===== config.mk =====
export PLATFORM = sky130hd
export DESIGN_NAME = bpq_mul
export DESIGN_NICKNAME = d
export VERILOG_FILES = /design/src/design/bpq_pkg.sv /design/src/design/bpq_mul.sv
export SDC_FILE = /design/constraint.sdc
export NUM_CORES = 1
export LEC_CHECK = 0
export BUFFER_PORTS_ARGS = -buffer_cell sky130_fd_sc_hd__buf_2
export CAP_MARGIN = 40
export CORE_ASPECT_RATIO = 1.4
export CORE_MARGIN = 2
export CORE_UTILIZATION = 35
export DETAILED_ROUTE_END_ITERATION = 6
export MAX_ROUTING_LAYER = met4
export PLACE_DENSITY = 0.53
export SLEW_MARGIN = 20
export SYNTH_ARGS = -nofsm -noshare
export SYNTH_HDL_FRONTEND = slang
export SYNTH_SLANG_ARGS = --single-unit

===== constraint.sdc =====
create_clock -name clk -period 20.8 [get_ports clk]
set_input_delay 6.24 -clock clk [delete_from_list [all_inputs] [get_ports clk]]
set_output_delay 6.24 -clock clk [all_outputs]
set_load 0.01 [all_outputs]

===== src/design/bpq_pkg.sv =====
// Shared constants, codes and state types of the breakpoint table interpolator.
// Depends on nothing; every other design file except bpq_ram imports it.
package bpq_pkg;

  localparam int MAX_POINTS = 16;
  localparam int IDX_W      = $clog2(MAX_POINTS);
  localparam int CNT_W      = $clog2(MAX_POINTS + 1);
  localparam int DW         = 32;
  localparam int DIFF_W     = DW + 1;
  localparam int ENTRY_W    = 2 * DW;
  localparam int WW         = 136;
  localparam int QCAP_BIT   = 40;
  localparam int QW         = QCAP_BIT + 2;
  localparam int SUM_W      = QW + 1;
  localparam int CFG_AW     = 3;
  localparam int CFG_DW     = 32;

  localparam logic KIND_LOAD  = 1'b0;
  localparam logic KIND_QUERY = 1'b1;

  localparam logic [CFG_AW-3:0] REG_POINT_COUNT = '0;

  typedef enum logic [3:0] {
    S_IDLE,
    S_N1,
    S_SCAN,
    S_DECIDE,
    S_TRI,
    S_EVAL,
    S_MSTART,
    S_MWAIT,
    S_DSTART,
    S_DWAIT,
    S_FIN,
    S_HOLD
  } state_t;

  typedef enum logic [2:0] {
    OP_LIN,
    OP_M1,
    OP_M2,
    OP_M3,
    OP_M4,
    OP_M5,
    OP_M6,
    OP_M7
  } op_t;

endpackage


===== src/design/bpq_mul.sv =====
// Sequential signed multiplier, one bit of the narrow operand per cycle.
// Depends on bpq_pkg.
module bpq_mul import bpq_pkg::*; (
  input  logic                     clk,
  input  logic                     rst_n,
  input  logic                     start,
  input  logic signed [WW-1:0]     a,
  input  logic signed [DIFF_W-1:0] b,
  output logic                     done,
  output logic signed [WW-1:0]     p
);

  localparam int MCNT_W = $clog2(DIFF_W + 1);

  logic                 busy_r;
  logic                 done_r;
  logic [MCNT_W-1:0]    cnt_r;
  logic signed [WW-1:0] acc_r;
  logic signed [WW-1:0] ash_r;
  logic [DIFF_W-1:0]    bm_r;
  logic                 neg_r;
  logic signed [WW-1:0] p_r;

  always_ff @(posedge clk) begin
    if (!rst_n) begin
      busy_r <= 1'b0;
      done_r <= 1'b0;
    end else begin
      done_r <= 1'b0;
      if (start) begin
        busy_r <= 1'b1;
        cnt_r  <= '0;
        acc_r  <= '0;
        ash_r  <= a;
        bm_r   <= b[DIFF_W-1] ? DIFF_W'(-b) : DIFF_W'(b);
        neg_r  <= b[DIFF_W-1];
      end else if (busy_r) begin
        if (cnt_r == MCNT_W'(DIFF_W)) begin
          p_r    <= neg_r ? -acc_r : acc_r;
          done_r <= 1'b1;
          busy_r <= 1'b0;
        end else begin
          if (bm_r[0]) begin
            acc_r <= acc_r + ash_r;
          end
          ash_r <= ash_r <<< 1;
          bm_r  <= bm_r >> 1;
          cnt_r <= cnt_r + 1'b1;
        end
      end
    end
  end

  assign done = done_r;
  assign p    = p_r;

endmodule


# Word-level counts from Yosys, hierarchy flattened
# Cells that the tools add are included.
# word_totals
reg_bits	450
n_memories	0
elab_cells	41
latchBits	0
mem_bits_ro	0
mem_bits_rw	0
# op_classes
shifts	0
magnitude_cmp	0
reduce_logical	7
div	0
bitwise_logic	3
addsub	4
muxes	17
mul	0
n_eq_ne	2
# ops
cell	count
$mux 136	7
$add 136x136->136	1
$neg 136->136	1
$mux 33	4
$neg 33->33	1
$mux 6	2
$reduce_and 4->1	2
$add 6x1->6 const B	1
$eq 6x6->1 const B	1
$mux 1	4
$reduce_bool 2->1	2
$not 1->1	3
$reduce_and 3->1	1
$reduce_or 3->1	1
$ne 2x2->1 const B	1
$reduce_and 2->1	1

# Longest topological paths before layout
# Gate-level depths: netlist of the first run.
# logic_depth
ltp_word	4
mapped_depth	13
depth_no_buf	13

# Worst setup path after synthesis of the first run
# No wires, ideal clock.
# synth_timing
kind	input -> register
start	input port rst_n
end	register acc_r[0], enable pin
path_stages	3
arrival_ps	17936
slack_ps	2357
cell_sequence	nand2_1 o21bai_1 o21a_1
# synth_between
elab_chain_len	1
# synth_rtl
element	line_no	text
start, declared	bpq_mul.sv:5	input logic rst_n,
$reduce_and 4->1 (no line)	-	
end signal, assigned	bpq_mul.sv:44	acc_r <= acc_r + ash_r;
end, declared	bpq_mul.sv:18	logic signed [WW-1:0] acc_r;
# Every way passes these cells.
# A chain may end at the register's enable or synchronous reset.

# Worst setup path in the final report of the first run
# layout_timing
start	input port start
end	register ash_r[78], enable pin
# layout_between
elab_chain_len	2
# layout_rtl
element	line_no	text
start, declared	bpq_mul.sv:6	input logic start,
$ne 2x2->1 (no line) / $reduce_bool 2->1 (equally long branches)	-	
$reduce_and 3->1 (no line) (*)	-	
end signal, assigned	bpq_mul.sv:46	ash_r <= ash_r <<< 1;
end, declared	bpq_mul.sv:19	logic signed [WW-1:0] ash_r;
# Every way passes the cells marked *; elsewhere a longest branch is shown, timed or not.

==> results of run 1 <==
[power groups by stage]
stage	Sequential (mW)	Clock, mW	Combinational (mW)
floorplan	1.19	0	0.634
global placement	1.21	0	0.880
detailed placement	1.21	0	0.886
CTS	1.19	0.947	0.892
global route	1.20	0.974	0.984
finish	1.19	0.919	0.896
[worst paths after layout]
path                end  slack (ps)  depth (start not counted)
min reg2reg    bm_r[31]         550                          1
min            bm_r[31]         550                          1
max           ash_r[78]       11940                          6
max reg2reg  acc_r[134]       15120                         13
[cells in the final DEF, fill, tap and decap left out, types with 83 or more instances in the layout]
cell type                  instances
sky130_fd_sc_hd__edfxtp_1        448
sky130_fd_sc_hd__nor2_1          302
sky130_fd_sc_hd__mux2_2          148
sky130_fd_sc_hd__nand4_1          83
sky130_fd_sc_hd__a21oi_1         251
sky130_fd_sc_hd__buf_2           310
sky130_fd_sc_hd__o21ai_0         181
sky130_fd_sc_hd__xnor2_1         211
sky130_fd_sc_hd__ha_1            139
sky130_fd_sc_hd__nand2_1         225
[metrics by stage]
step           instances  area, sq um  power, mW  hold WS, ps  utilization
5_1_grt             4228        33600       3.16          566        0.405
2_1_floorplan       2860        29200       1.83          476            -
3_3_place_gp        4128        31800       2.09          532        0.383
3_5_place_dp        4136        31900       2.10          538        0.385
6_report            4230        33600       3.01          551        0.405
4_1_cts             4225        33500       3.03          553        0.405
[worst reg2reg max path: stages, from the launching register on]
cell and delay, ps:
sky130_fd_sc_hd__edfxtp_1 510, sky130_fd_sc_hd__ha_1 300, sky130_fd_sc_hd__fa_1 430, sky130_fd_sc_hd__a21o_1 210, sky130_fd_sc_hd__a221oi_1 640, sky130_fd_sc_hd__nor3_1 160
sky130_fd_sc_hd__nor2_1 270, sky130_fd_sc_hd__o21ai_0 230, sky130_fd_sc_hd__a21o_1 360, sky130_fd_sc_hd__a31oi_1 560, sky130_fd_sc_hd__o21ai_0 480, sky130_fd_sc_hd__a31o_2 400
sky130_fd_sc_hd__a41oi_1 510, sky130_fd_sc_hd__mux2_2 390
[routing by layer]
layer	vias up	global-route usage	routed length, um
met1	11200	0.262	38600
met5	-	-	0
met3	146	0.0249	3790
li1	11200	-	-
met2	566	0.389	49000
met4	0	0.0792	3430
[registers in the layout, summed over array words and instances, names as in the netlist]
register	count
neg_r	1
done	1
busy_r	1
bm_r	33
ash_r	136
p	136
cnt_r	6
acc_r	136
[kinds of logic (layout without fill, tap and decap cells)]
family	count (synthesis)	count (layout)	share of synthesized area
xor+xnor	290	290	0.0869
compound gates	741	741	0.158
buf+inv	190	478	0.0248
fa+ha+maj	140	140	0.0602
other cells	0	3	0
flops	450	450	0.462
mux	151	151	0.0581
simple gates	898	898	0.150
[cell type report]
| type | count | share of cell area |
|---|---|---|
| antenna | 3 | 0.000223 |
| sequential | 450 | 0.402 |
| clock buffer | 58 | 0.0388 |
| multi-input combinational | 2220 | 0.447 |
| timing repair buffer | 339 | 0.0566 |
| clock inverter | 31 | 0.00976 |
| inverter | 50 | 0.00559 |
| tap | 1079 | 0.0402 |
==> results.cfg, run 1 <==
[timing]
timing.clock.skew_ps = 30.5
tns_ps = 0
fmaxAchievable_mhz = 113
timing.final.ws_setup_ps = 11940
finalHoldViolations = 0
final-max-slew-violation-count = 0
slew_headroom = 0.374
grt_setup_unrepaired = no
fin_crit_sh = 0.426
setup_viol_count_final = 0
worstMarginPinSlew_ps = 929
timing.final.crit_period_ps = 8860

[clock_network]
insertion_delay_ps = 640
cts.repair.resized = 0
cts-buffers-inserted = 49
max-clock-path-buffers = 3
clkSlewWorstSetupHoldPaths_ps = 60
cts_htree_levels = 2
post-cts-setup-buffers = 0
cts.hold.buffers_added = 0
cts.sinks = 450
clock_tree_from_tritoncts = done
clk_root_buffer_cell = sky130_fd_sc_hd__clkbuf_16

[min_path]
hold_path_class = flip-flop to flip-flop
hold_path.startpoint = bm_r[32]

[global_route]
gr-usage-all-layers = 0.223
grt_start_max_net_pins = 92
grt_first_pass_wirelength_um = 142000
antenna_found_initial = 2
globalRoute.totalOverflow = 0
grt_pass1_vias = 23200

[detailed_routing]
post-route-drc-count = 0
routed-via-count = 23200
detailedRoute.firstPassIterationCount = 5
final_antenna_net_count = 0
drt_wl_total_um = 94800
drt-wirelength-per-cell_um = 22.4
detailed_router_s_first_iteration_violation_count = 1519
routed_via_density = 5.48

[power]
total_switching_power_mw = 1.03
internal_power_mw = 1.98
vdd_drop_max_v = 0.0000617
cellLeakagePower_nw = 12.0
power.share.switching = 0.342
sequential_cell_fraction_of_total_power = 0.397
power_frac_comb = 0.298
power.density_cell_area_mw_per_mm2 = 89.6
clock_power_share = 0.305

[setup_path]
worst-setup-path-type = input port to flip-flop
crit_end_element = flip-flop
crit_fanout = 91
critical_path_buf_inv_count = 4
crit_path_max_incr_delay_ps = 630
cpMostUsedCell = sky130_fd_sc_hd__buf_4
crit_arrival_ps = 9100
worst_r2r_startpoint = acc_r[0]
timing.critical_path.cells = buf_8 -> and2_1 -> o21bai_4 -> buf_4 -> buf_4 -> buf_4
critical_path.top_delay_family = buffers and inverters
worst_ep_required_time_ps = 21040
critical_path.startpoint = start
critical_path.slowest_cell = sky130_fd_sc_hd__buf_4
cp-start-kind = input port

[synthesis]
yosysUniqueCellTypes = 90
postSynthAreaPerCell_sq_um = 10.2
yosys-top-cells-count = sky130_fd_sc_hd__edfxtp_1, sky130_fd_sc_hd__nor2_1, sky130_fd_sc_hd__a21oi_1
netlist_area_sq_mm = 0.0292
post_synth_main_area_contributors = sky130_fd_sc_hd__edfxtp_1, sky130_fd_sc_hd__xnor2_1, sky130_fd_sc_hd__ha_1, sky130_fd_sc_hd__mux2_2, sky130_fd_sc_hd__a21oi_1
post-synth-top-area-fraction = 0.460
synth_async_sr_flop_share = 0
mappedNetlistNets = 3172
ys_seq_elements = 450
ys_seq_area_frac = 0.462
netlist.top_cell.by_area = sky130_fd_sc_hd__edfxtp_1
synthesis.instances = 2860
yosys.cell_count.top_type = sky130_fd_sc_hd__edfxtp_1
synthesis.yosys.warnings = 0
synth_edf_count = 448
ys_dominant_reg_cell = sky130_fd_sc_hd__edfxtp_1

[floorplan]
floorplan.initialDensity = 0.353
die_height_um = 346
floorplan.die.width_um = 248
core_area_sq_mm = 0.0829
core.rowCount = 125
floorplan.io_pins = 309
die-area_sq_mm = 0.0859

[place]
dp_worst_setup_slack_ps = 11180
gp_congestion = 0.980
dp_hpwl_um = 74400
io_buffers = 308

[finish]
share_of_final_layout_standard_cells_stronger_than_drive_strength_1 = 0.194
multi_input_area_sq_mm = 0.0150
final_net_count = 3422
register_area_sq_mm = 0.0135
syn_to_final_growth_pct = 15.0
fillers = 8382

[outcome]
outcome = complete, no violations

[job]
timing.max_cap.violations = 0
No activity file was read; power rests on OpenSTA's default activity.
==> inputs of run 2 (changes only) <==
--- a/config.mk
+++ b/config.mk
@@ -5,6 +5,7 @@
 export SDC_FILE = /design/constraint.sdc
 export NUM_CORES = 1
 export LEC_CHECK = 0
+export ABC_AREA = 1
 export BUFFER_PORTS_ARGS = -buffer_cell sky130_fd_sc_hd__buf_2
 export CAP_MARGIN = 40
 export CORE_ASPECT_RATIO = 1.4
==> constraint.sdc (replaced) <==
create_clock -name clk -period 8.6 [get_ports clk]
set_input_delay 2.58 -clock clk [delete_from_list [all_inputs] [get_ports clk]]
set_output_delay 2.58 -clock clk [all_outputs]
set_load 0.01 [all_outputs]
==> run 2 against run 1 <==
  * Critical path depth is the same
  * Final area grew 20%
  * Clock-buffer cell count grew 1
  * Worst hold slack lost 26 ps
  * Core utilization shrank 0.36 points
  * Clock skew grew 22 ps
  * Register-to-register slack lost 11000 ps
  * Critical endpoint is now ash_r[49]
==> results.cfg, run 2 <==
[outcome]
outcome = complete, no violations

[floorplan]
core_area_sq_mm = 0.101
die_height_um = 380
floorplan.io_pins = 309
core.rowCount = 138
floorplan.die.width_um = 273
floorplan.initialDensity = 0.352
die-area_sq_mm = 0.104

[timing]
timing.clock.skew_ps = 52.1
setup_viol_count_final = 0
finalHoldViolations = 0
final-max-slew-violation-count = 0
fin_crit_sh = 0.489
worstMarginPinSlew_ps = 1040
fmaxAchievable_mhz = 238
tns_ps = 0
timing.final.crit_period_ps = 4200
grt_setup_unrepaired = no
slew_headroom = 0.305

[synthesis]
netlist.top_cell.by_area = sky130_fd_sc_hd__edfxtp_1
post_synth_main_area_contributors = sky130_fd_sc_hd__edfxtp_1, sky130_fd_sc_hd__nand2_1, sky130_fd_sc_hd__inv_1, sky130_fd_sc_hd__nor2_1, sky130_fd_sc_hd__ha_1
yosysUniqueCellTypes = 48
synthesis.yosys.warnings = 0
synth_edf_count = 448
largest_family_of_logic_cells_by_synthesized_area = simple AND/OR/NAND/NOR gates
yosys-top-cells-count = sky130_fd_sc_hd__nand2_1, sky130_fd_sc_hd__inv_1, sky130_fd_sc_hd__nor2_1
yosys.cell_count.top_type = sky130_fd_sc_hd__nand2_1
mappedNetlistNets = 5582
netlist_area_sq_mm = 0.0354
postSynthAreaPerCell_sq_um = 6.72
synth_compound_gate_area_share = 0.0876
synth_async_sr_flop_share = 0
ys_seq_area_frac = 0.381
yosys.area_share.adder = 0.0497
post-synth-top-area-fraction = 0.380
muxShareOfSynthArea = 0
ys_seq_elements = 450
ys_dominant_reg_cell = sky130_fd_sc_hd__edfxtp_1
synthesis.instances = 5270
yosys.area_share.xor_xnor = 0.0356
synthSimpleGateAreaFrac = 0.346

[clock_network]
clock_tree_from_tritoncts = done
insertion_delay_ps = 670
cts.sinks = 450
cts-buffers-inserted = 51
cts_htree_levels = 2
post-cts-setup-buffers = 0
cts.hold.buffers_added = 0
clkSlewWorstSetupHoldPaths_ps = 60
max-clock-path-buffers = 3
clk_root_buffer_cell = sky130_fd_sc_hd__clkbuf_16
cts.repair.resized = 0

[finish]
post_route_standard_cell_area_excluding_fillers_sq_mm = 0.0404
share_of_final_layout_standard_cells_stronger_than_drive_strength_1 = 0.0828
syn_to_final_growth_pct = 14.2
fillers = 11100
most_frequent_cells_in_the_layout = sky130_fd_sc_hd__nand2_1, sky130_fd_sc_hd__inv_1, sky130_fd_sc_hd__nor2_1
post-route-util = 0.402
final_common_cell = sky130_fd_sc_hd__nand2_1
final_net_count = 5884

[job]
timing.max_cap.violations = 0

[global_route]
globalRoute.totalOverflow = 0
grt_first_pass_wirelength_um = 227000
grt_start_max_net_pins = 194
antenna_found_initial = 3
grt_pass1_vias = 34800
gr-usage-all-layers = 0.309

[detailed_routing]
detailedRoute.firstPassIterationCount = 5
routed_via_density = 5.06
drt-wirelength-per-cell_um = 22.8
post-route-drc-count = 0
final_antenna_net_count = 0
drt_wl_total_um = 158000
detailed_router_s_first_iteration_violation_count = 2659
routed-via-count = 35100

[setup_path]
worst-setup-path-type = input port to flip-flop
crit_end_element = flip-flop
crit_arrival_ps = 4480
worst_ep_required_time_ps = 8870
cp-start-kind = input port
crit_fanout = 51

[power]
vdd_drop_max_v = 0.000151
power.density_cell_area_mw_per_mm2 = 172
cellLeakagePower_nw = 19.0

[place]
dp_hpwl_um = 133000
detailed_place.area_sq_mm = 0.0386
io_buffers = 308
gp_congestion = 1.02

[min_path]
hold_path_class = flip-flop to flip-flop
[run 2: layer usage]
layer	up-vias	GRT usage	share of wire
met5	-	-	0
met4	0	0.129	0.049
met3	218	0.0241	0.046
met2	1037	0.508	0.47
met1	16500	0.390	0.43
li1	17400	-	-
[run 2: path summary, 6_finish.rpt]
check                                 from    endpoint  slack, ps  depth (start not counted)
worst max-delay path                 start   ash_r[49]       4400                          6
worst min-delay path              bm_r[22]    bm_r[21]        520                          2
worst max register to register  acc_r[109]  acc_r[111]       4590                         12
worst min register to register    bm_r[22]    bm_r[21]        520                          2
[run 2: critical path: stages]
cell and delay, ps:
sky130_fd_sc_hd__buf_6 230, sky130_fd_sc_hd__nor2_1 130, sky130_fd_sc_hd__nor3b_4 210, sky130_fd_sc_hd__buf_4 350, sky130_fd_sc_hd__buf_16 290, sky130_fd_sc_hd__buf_4 580
[run 2: power by group]
part | switching, mW | internal, mW
Sequential | 0.172 | 2.59
Clock | 1.04 | 1.40
Combinational | 1.26 | 0.496
Total | 2.47 | 4.48
[run 2: kinds of logic after synthesis]
| family | Yosys count |
|---|---|
| flip-flops | 450 |
| XOR/XNOR | 144 |
| adder cells (fa/ha/maj) | 140 |
| buffers and inverters | 937 |
| AO/OA/AOI/OAI | 584 |
| AND/OR/NAND/NOR | 3015 |
[run 2: stage by stage]
step,hold WS (ps),setup slack [ps],instances,total power [mW]
floorplan,457,-2350,5270,3.81
global placement,500,3420,6845,4.52
detailed placement,513,3580,6847,4.53
CTS,529,4250,6942,6.98
global route,548,4240,6944,7.27
finish,525,4400,6946,6.95
[run 2: cell type report]
cell class	instances	area [sq um]	area share
sequential	450	13500	0.334
tap	1330	1660	0.0411
timing repair buffer	323	1790	0.0443
antenna	2	5.00	0.000124
clock buffer	59	1330	0.0328
inverter	863	3250	0.0803
multi-input combinational	3883	18400	0.456
clock inverter	36	485	0.0120
