--- src/design/bpq_ram.sv ---
// Generic single-port-write, single-port-read RAM with a registered read.
// No dependencies.
module bpq_ram #(
  parameter int WIDTH = 8,
  parameter int DEPTH = 16
) (
  input  logic                     clk,
  input  logic                     we,
  input  logic [$clog2(DEPTH)-1:0] waddr,
  input  logic [WIDTH-1:0]         wdata,
  input  logic                     re,
  input  logic [$clog2(DEPTH)-1:0] raddr,
  output logic [WIDTH-1:0]         rdata
);

  logic [WIDTH-1:0] mem [DEPTH];

  always_ff @(posedge clk) begin
    if (we) begin
      mem[waddr] <= wdata;
    end
    if (re) begin
      rdata <= mem[raddr];
    end
  end

endmodule

--- config.mk ---
export PLATFORM = sky130hd
export DESIGN_NAME = bpq_ram
export DESIGN_NICKNAME = d
export VERILOG_FILES = /design/src/design/bpq_ram.sv
export SDC_FILE = /design/constraint.sdc
export NUM_CORES = 1
export LEC_CHECK = 0
export ABC_AREA = 1
export BUFFER_PORTS_ARGS = -buffer_cell sky130_fd_sc_hd__buf_4
export CAP_MARGIN = 20
export CORE_MARGIN = 8
export CORE_UTILIZATION = 55
export DETAILED_ROUTE_END_ITERATION = 8
export PLACE_DENSITY = 0.75
export SLEW_MARGIN = 0
export SYNTH_ARGS = -nofsm -noshare
export SYNTH_HDL_FRONTEND = slang
export SYNTH_SLANG_ARGS = --single-unit
--- constraint.sdc ---
create_clock -name clk -period 1.19 [get_ports clk]
set_clock_uncertainty 0.1 [all_clocks]
set_input_delay 0.119 -clock clk [delete_from_list [all_inputs] [get_ports clk]]
set_output_delay 0.119 -clock clk [all_outputs]
set_load 0.01 [all_outputs]
* Word-level counts from Yosys, hierarchy flattened
Memory sizes are Yosys's and may differ from the RTL's. A register that Yosys moved wholly into a read port is not among the register bits.
Index checks and enable logic that the tools add are counted.
** Operators by class
- Muxes and demuxes :: 2
** Operators by type and width (count)
- $mux W1 :: 2
** Storage, ports and cells
- Memories kept :: 1
- Flip-flop bits (word level) :: 0
- Bits in writable memories :: 128
** Memories
- mem :: words 16, bits a word 8, rd ports 1, clocked after memory_dff 1, wr ports 1, line 16 : logic [WIDTH-1:0] mem [DEPTH];

* Depth between registers and ports, before layout
Gate-level depths: netlist of the first run.
- Word-level depth :: 2
- Mapped depth :: 8
- Depth with buffers taken out :: 7

* Worst setup path after synthesis of the first run
OpenSTA, ideal clock, no wires.
- Path type :: input to register
- From :: in waddr[3]
- To :: mem mem[4][0] (enable)
- Setup slack :: 0.020 ns
- Stages on the path :: 2
- Arrival :: 0.700 ns
- Library setup time :: 0.370 ns
- Path buffers :: 0
- Required time :: 0.720 ns
- Cells stage by stage :: nand3b_1 nor2_1
** RTL lines
- start: declaration :: line 9 : input logic [$clog2(DEPTH)-1:0] waddr,
- end: declaration :: line 16
No word-level cell before the write port.

* Final worst setup path of the first run
- From :: reg rdata[3] (read register of mem)
- To :: out rdata[3]
** RTL lines
- start: declaration :: line 13 : output logic [WIDTH-1:0] rdata
No word-level cell between the ends.

==> flow_summary.json, run 1 <==
{
  "globalRoute.totalOverflow": 0,
  "dp.final_hpwl_um": 8420,
  "multi_input_area_um2": 1460,
  "synth_area_per_cell_um2": 10.6,
  "clockRootBuffer": "clkbuf_8",
  "fillerInstances": 712,
  "timing.rr.start": "mem[4][4]$_DFFE_PP_",
  "synth_cell_types": 11,
  "cp-end-kind": "output port",
  "regArea_um2": 4080,
  "post-route-min-period_ps": 1330,
  "synth_fa_ha_area_share_pct": 0,
  "crit_buf_inv": 1,
  "pwr-share-seq_pct": 48.9,
  "violations": "setup timing",
  "syn_area_um2": 5850,
  "grt_antenna_before_repair": 0,
  "status": "finished, violations left",
  "diodes": 0,
  "synth.area.mux_share_pct": 0,
  "dieArea_um2": 14200,
  "synth_simple_gate_area_share_pct": 20.8,
  "start_util_pct": 56.6,
  "grt_max_degree": 39,
  "synth_cells": 551,
  "cts_max_path_buffers": 2,
  "path_clk_slew_ps": 60,
  "path_max_fanout": 1,
  "hold_depth": 4,
  "vdd_drop_max_mv": 0.899,
  "regToRegEndpoint": "rdata[4]$_DFFE_PP_",
  "cts.sinks": 136,
  "cp_cell_sequence": "buf_6",
  "synth.ff_latch_count": 136,
  "htree_levels": 4,
  "grt_pass1_wl_um": 21300,
  "cts_tree": "done",
  "io_pins": 27,
  "area_growth_pct": 24.5,
  "setup_ws_ps": -140,
  "synth_compound_area_share_pct": 0,
  "hold_end": "mem[0][5]$_DFFE_PP_",
  "power_per_cell_area_nw_per_um2": 1530,
  "synth_top_family_by_area": "simple AND/OR/NAND/NOR gates",
  "worstPathArrival_ps": 1110,
  "crit_required_ps": 970,
  "drive_gt1_share_pct": 22.6,
  "final_cells": 759,
  "yosysWarnings": 0,
  "start_kind": "flip-flop",
  "slowest_stage": "edfxtp_1",
  "fmax_ghz": 0.752,
  "ant_nets": 0,
  "syn-num-nets": 570,
  "maxCapViolCount": 0,
  "post_cts_buffers": 0,
  "crit_family": "flip-flops",
  "dr_wl_met3_um": 936,
  "die_y_um": 119,
  "worst-setup-path-type": "reg -> out",
  "synthXorXnorAreaFrac_pct": 0,
  "numPortBuffers": 26,
  "clkPwrFrac_pct": 43.6,
  "reg2reg_setup_slack_ps": 0,
  "wl_per_cell_um": 17.8,
  "drt-total-wl_um": 13500,
  "hold_viol": 0,
  "p_int_mw": 8.66,
  "final_common_cell": "nand2_1",
  "nets": 630,
  "setup_viol": 8,
  "met2_length_um": 6730,
  "mostFrequentLayoutCells": "nand2_1, edfxtp_1, inv_1",
  "placedCellCount": 718,
  "rsz0062_at_grt": "true",
  "hp-class": "in -> reg",
  "drc_errors": 0,
  "min_from": "we",
  "fp.dieW_um": 119,
  "final_max_slew_viol_count": 0,
  "clock_latency_ps": 520,
  "switching_share_pct": 22.2,
  "cts_buffers": 17,
  "grt_pass1_vias": 3946,
  "slew_headroom_pct": 73.5,
  "firstDrtPassIters": 5,
  "holdWs_ps": 102,
  "gp_congestion": 0.892,
  "reg2reg_depth": 6,
  "drtIter0Drc": 331,
  "worstMarginPinSlew_ps": 398,
  "switchingPower_mw": 2.47,
  "cpPeakStageDelay_ps": 430,
  "finalCritPeriodShare_pct": 112,
  "grt.total_usage_pct": 19.9,
  "combPwrFrac_pct": 7.6,
  "wl_met1_um": 5580,
  "num_rows": 37,
  "p_leak_nw": 3.13,
  "highest_layer": "met4",
  "yosysSeqAreaShare_pct": 69.8,
  "num_vias": 3974,
  "viasPerCell": 5.24,
  "core_area_um2": 10300
}
[cells in the mapped netlist (all sizes together)]
master / number / share of area [%]
inv: 102 / 6.5
edfxtp: 136 / 70
nand3b: 2 / 0.26
buf: 24 / 2.8
nand2: 173 / 11
nor2: 17 / 1.1
nand3: 97 / 8.3
[worst max-delay path by stage]
stage,start,end,slack [ps],cells past startpoint
after floorplan,waddr[3],mem[4][0]$_DFFE_PP_,20,2
after global placement,raddr[0],rdata[4]$_DFFE_PP_,-230,8
after detailed placement,raddr[0],rdata[4]$_DFFE_PP_,-270,8
after CTS,rdata[6]$_DFFE_PP_,rdata[6],-160,1
after global routing,rdata[3]$_DFFE_PP_,rdata[3],-170,1
final,rdata[3]$_DFFE_PP_,rdata[3],-140,1
[cell type report]
| class | count | share of cell area (%) |
|---|---|---|
| multi-input cells | 289 | 20.1 |
| well taps | 136 | 2.34 |
| clock inverters | 13 | 1.81 |
| flip-flops and latches | 136 | 56.1 |
| clock buffers | 18 | 5.74 |
| inverters | 102 | 5.26 |
| repair buffers | 65 | 8.66 |
[metal layers]
| layer | vias to the layer above | track usage (%) |
|---|---|---|
| met4 | 0 | 8.06 |
| met3 | 21 | 5.34 |
| li1 | 1908 | - |
| met2 | 172 | 32.0 |
| met1 | 1873 | 25.1 |
| met5 | - | 0 |
[state kept, by name, summed over array words and instances (netlist names)]
register and flops:
rdata 8, mem 128
[cells by family (layout without fill, tap and decap cells)]
family / after synthesis / after routing
flops: 136 / 136
buf+inv: 126 / 198
simple gates: 289 / 289
[through the flow]
stage	worst slack, ps	instance area [µm²]	power, mW	TNS, ps	util (%)
2_1_floorplan	20.2	5850	5.91	0	-
3_3_place_gp	-228	6350	6.25	-2050	61.5
3_5_place_dp	-267	6350	6.27	-3450	61.5
4_1_cts	-159	7100	11.1	-1120	68.8
5_1_grt	-166	7280	11.5	-1360	70.5
6_report	-140	7280	11.1	-958	70.5
[power by group through the flow]
stage	combinational, mW	clock, mW	sequential [mW]
3_5_place_dp	0.731	0	5.53
5_1_grt	0.922	5.08	5.45
3_3_place_gp	0.717	0	5.53
2_1_floorplan	0.378	0	5.53
4_1_cts	0.796	4.89	5.44
6_report	0.846	4.85	5.44
[what timing repair did]
item | CTS | global route
resized for setup | 25 | 41
setup endpoints to repair | 13 | 16
pin swaps | 5 | 19
cloned | 0 | 0
endpoints found under the hold margin | 144 | 0
hold buffers | 10 | 0
(Power assumes the default switching activity.)
==> run 2, diff against run 1 <==
--- a/config.mk
+++ b/config.mk
@@ -8,10 +8,12 @@
 export ABC_AREA = 1
 export BUFFER_PORTS_ARGS = -buffer_cell sky130_fd_sc_hd__buf_4
 export CAP_MARGIN = 20
+export CORE_ASPECT_RATIO = 0.75
 export CORE_MARGIN = 8
 export CORE_UTILIZATION = 55
 export DETAILED_ROUTE_END_ITERATION = 8
 export PLACE_DENSITY = 0.75
+export REMOVE_ABC_BUFFERS = 1
 export SLEW_MARGIN = 0
 export SYNTH_ARGS = -nofsm -noshare
 export SYNTH_HDL_FRONTEND = slang
==> flow_summary.json, run 2 (synthesis gave the netlist of run 1 again) <==
{
  "ant_nets": 0,
  "wl_per_cell_um": 19.3,
  "cts_tree": "done",
  "top_register": "mem",
  "holdWs_ps": 104,
  "grt_pass1_wl_um": 22600,
  "io_pins": 27,
  "area_growth_pct": 25.5,
  "worstPathArrival_ps": 1000,
  "reg2reg_setup_slack_ps": -10,
  "crit_family": "flip-flops",
  "top_regs": "mem (128), rdata (8)",
  "pwr-share-seq_pct": 50.8,
  "post-route-min-period_ps": 1220,
  "post_cts_buffers": 0,
  "path_clk_slew_ps": 50,
  "grt_pass1_vias": 4226,
  "drive_gt1_share_pct": 25.9,
  "grt_max_degree": 39,
  "worst-setup-path-type": "reg -> out",
  "placedCellCount": 728,
  "start_kind": "flip-flop",
  "grt_antenna_before_repair": 0,
  "core_area_um2": 10300,
  "dieArea_um2": 14200,
  "firstDrtPassIters": 5,
  "path_max_fanout": 1,
  "rsz0062_at_grt": "true",
  "combPwrFrac_pct": 8.5,
  "final_max_slew_viol_count": 0,
  "slowest_stage": "edfxtp_1",
  "hold_viol": 0,
  "crit_buf_inv": 1,
  "gp_congestion": 0.900,
  "p_int_mw": 8.31,
  "slew_headroom_pct": 76.2,
  "nets": 639,
  "clkPwrFrac_pct": 40.7,
  "fp.dieW_um": 135,
  "fmax_ghz": 0.822,
  "num_rows": 32,
  "status": "finished, violations left",
  "start_util_pct": 56.6,
  "cp_cell_sequence": "buf_6",
  "diodes": 0,
  "power_per_cell_area_nw_per_um2": 1460,
  "switchingPower_mw": 2.40,
  "cp-end-kind": "output port",
  "drt-total-wl_um": 14800,
  "switching_share_pct": 22.4,
  "p_leak_nw": 3.18,
  "globalRoute.totalOverflow": 0,
  "setup_ws_ps": -26.3,
  "p_total_mw": 10.7,
  "cts_buffers": 17,
  "viasPerCell": 5.40,
  "finalCritPeriodShare_pct": 102,
  "numPortBuffers": 26,
  "maxCapViolCount": 0,
  "clockRootBuffer": "clkbuf_16",
  "final_common_cell": "nand2_1",
  "die_y_um": 105,
  "final_cell_area_um2": 7340,
  "drc_errors": 0,
  "hp-class": "in -> reg",
  "dp.final_hpwl_um": 9230,
  "place_area_um2": 6400,
  "violations": "setup timing",
  "final_cells": 766,
  "cts.sinks": 136,
  "final_core_util_pct": 71.0,
  "place_ws_ps": -180,
  "htree_levels": 4,
  "cts_max_path_buffers": 2,
  "num_vias": 4133,
  "crit_required_ps": 970,
  "mostFrequentLayoutCells": "nand2_1, edfxtp_1, inv_1",
  "vdd_drop_max_mv": 1.11,
  "clock_latency_ps": 420,
  "grt.total_usage_pct": 21.3,
  "setup_viol": 4,
  "worstMarginPinSlew_ps": 356,
  "finalSetupTns_ps": -49.0,
  "cpPeakStageDelay_ps": 430,
  "drtIter0Drc": 480,
  "largest_reg_flops": 128
}
-- run 2: metal layers --
| metal | track usage (%) | up-vias | wire, µm |
|---|---|---|---|
| met1 | 29.1 | 1987 | 6370 |
| met2 | 31.6 | 206 | 6910 |
| met5 | 0 | - | 0 |
| li1 | - | 1918 | - |
| met3 | 6.07 | 22 | 1320 |
| met4 | 8.22 | 0 | 204 |
-- run 2: timing repair --
action	4_1_cts	5_1_grt
endpoints found under the hold margin	136	0
gates resized for setup	18	65
setup endpoints to repair	11	15
hold buffers	9	0
pin swaps	4	34
-- run 2: final timing paths --
check,startpoint,endpoint,cells after the start
worst min register to register,mem[6][7]$_DFFE_PP_,rdata[7]$_DFFE_PP_,6
worst max-delay path,rdata[7]$_DFFE_PP_,rdata[7],1
worst min-delay path,raddr[2],rdata[5]$_DFFE_PP_,4
worst max register to register,mem[7][6]$_DFFE_PP_,rdata[6]$_DFFE_PP_,6
-- run 2: final cells by class --
type,count,area (µm²)
Fill cell,725,2990
Inverter,102,383
Timing Repair Buffer,74,667
Tap cell,136,170
Sequential cell,136,4080
Multi-Input combinational cell,289,1560
Clock buffer,21,440
Clock inverter,8,35.0
-- run 2: worst reg2reg max path, cell delays in order (launching register included) --
cell and delay (ps):
edfxtp_1 390, inv_2 80, nand2_2 50, nand3_2 70, nand3_2 110, nand3_2 90, nand2_2 50
-- run 2: power groups by stage --
stage	sequential, mW	combinational [mW]	clock (mW)
floorplan	5.53	0.290	0
global placement	5.53	0.727	0
detailed placement	5.53	0.751	0
CTS	5.44	0.811	4.39
global route	5.44	0.982	4.61
finish	5.44	0.912	4.36
==> run 3, diff against run 2 <==
--- a/config.mk
+++ b/config.mk
@@ -12,6 +12,7 @@
 export CORE_MARGIN = 8
 export CORE_UTILIZATION = 55
 export DETAILED_ROUTE_END_ITERATION = 8
+export HOLD_SLACK_MARGIN = 0.1
 export PLACE_DENSITY = 0.75
 export REMOVE_ABC_BUFFERS = 1
 export SLEW_MARGIN = 0
==> constraint.sdc (replaced) <==
create_clock -name clk -period 1 [get_ports clk]
set_clock_uncertainty 0.1 [all_clocks]
set_input_delay 0.1 -clock clk [delete_from_list [all_inputs] [get_ports clk]]
set_output_delay 0.1 -clock clk [all_outputs]
set_load 0.01 [all_outputs]
==> flow_summary.json, run 3 (synthesis gave the netlist of run 1 again) <==
{
  "status": "finished, violations left",
  "violations": "setup timing",
  "grt_max_degree": 39,
  "setup_ws_ps": -195,
  "gp_congestion": 0.915,
  "core_area_um2": 10300,
  "fillerInstances": 725,
  "worstPathArrival_ps": 1260,
  "htree_levels": 4,
  "place_area_um2": 6410,
  "combPwrFrac_pct": 8.3,
  "die_y_um": 105,
  "grt_antenna_before_repair": 0,
  "drtIter0Drc": 443,
  "rsz0062_at_grt": "true",
  "largest_reg_flops": 128,
  "switchingPower_mw": 2.91,
  "cts.sinks": 136,
  "maxCapViolCount": 0,
  "start_util_pct": 56.6,
  "drc_errors": 0,
  "fp.dieW_um": 135,
  "grt.total_usage_pct": 21.1,
  "clockRootBuffer": "clkbuf_16",
  "num_rows": 32,
  "p_total_mw": 12.8,
  "fmax_ghz": 0.837,
  "cts_buffers": 17,
  "drt-total-wl_um": 14400,
  "start_kind": "flip-flop",
  "viasPerCell": 5.38,
  "setup_viol": 16,
  "slew_headroom_pct": 73.4,
  "grt_pass1_wl_um": 22400,
  "worst-setup-path-type": "reg -> reg",
  "power_per_cell_area_nw_per_um2": 1750,
  "diodes": 0,
  "post-route-min-period_ps": 1190,
  "worstMarginPinSlew_ps": 399,
  "ant_nets": 0,
  "grt_pass1_vias": 4078,
  "area_growth_pct": 25.0,
  "nets": 641,
  "numPortBuffers": 26,
  "cts_tree": "done",
  "final_max_slew_viol_count": 0,
  "top_regs": "mem (128), rdata (8)",
  "clock_latency_ps": 420,
  "path_clk_slew_ps": 60,
  "dieArea_um2": 14200,
  "mostFrequentLayoutCells": "nand2_1, edfxtp_1, inv_1",
  "hp-class": "in -> reg",
  "vdd_drop_max_mv": 1.25,
  "wl_per_cell_um": 18.7,
  "final_core_util_pct": 70.7,
  "p_leak_nw": 3.18,
  "final_common_cell": "nand2_1",
  "firstDrtPassIters": 5,
  "cts_max_path_buffers": 2,
  "pwr-share-seq_pct": 50.5,
  "switching_share_pct": 22.7,
  "num_vias": 4136,
  "cp-end-kind": "flip-flop",
  "io_pins": 27,
  "post_cts_buffers": 0,
  "crit_required_ps": 1070,
  "p_int_mw": 9.90,
  "hold_viol": 0,
  "top_register": "mem",
  "dp.final_hpwl_um": 9020,
  "clkPwrFrac_pct": 41.2,
  "globalRoute.totalOverflow": 0,
  "drive_gt1_share_pct": 24.6,
  "finalCritPeriodShare_pct": 119,
  "final_cell_area_um2": 7310,
  "path_max_fanout": 1
}
-- run 3: worst max-delay path: stages (launching register included) --
cell	delay [ps]
edfxtp_1	370
inv_1	70
nand2_1	50
nand3_1	60
nand3_1	140
nand3_1	100
nand2_1	60
-- run 3: final timing paths --
check,startpoint,end,slack (ps),depth (start not counted)
setup / recovery,mem[8][0]$_DFFE_PP_,rdata[0]$_DFFE_PP_,-190,6
hold / removal,raddr[3],rdata[4]$_DFFE_PP_,100,4
setup reg to reg,mem[8][0]$_DFFE_PP_,rdata[0]$_DFFE_PP_,-190,6
hold reg to reg,mem[6][7]$_DFFE_PP_,rdata[7]$_DFFE_PP_,650,6
-- run 3: power groups by stage --
stage / registers, mW / logic [mW] / clock network, mW
floorplan: 6.58 / 0.345 / 0
global placement: 6.58 / 0.870 / 0
detailed placement: 6.58 / 0.895 / 0
CTS: 6.47 / 1.01 / 5.33
global route: 6.48 / 1.15 / 5.55
finish: 6.47 / 1.07 / 5.27
-- run 3: through the flow --
stage / setup TNS [ps] / hold slack [ps] / cells / worst slack, ps
final: -2670 / 102 / 769 / -195
after global placement: -23190 / 310 / 729 / -337
after floorplan: -18930 / 98.9 / 527 / -321
after detailed placement: -26770 / 319 / 729 / -374
after CTS: -2670 / 81.2 / 769 / -218
after global routing: -3320 / 104 / 769 / -247
-- run 3: metal layers --
layer  vias up  track usage (%)  routed length (µm)
li1       1921                -                   -
met1      1949             29.5                6080
met2       240             31.0                6520
met3        26             5.60                1520
met4         0             7.98                 289
met5         -                0                   0
-- run 3: area by class of cell --
type	instances	area, µm²	area share, %
flip-flops and latches	136	4080	55.9
multi-input cells	289	1490	20.4
repair buffers	76	684	9.36
clock buffers	18	429	5.87
inverters	102	383	5.24
well taps	136	170	2.33
clock inverters	12	63.8	0.873
-- run 3: what timing repair did --
item                       4_1_cts  5_1_grt
pin swaps                       21       18
hold buffers                    10        0
setup endpoints to repair       16       16
hold endpoints to repair       140        0
gates resized for setup         43       25
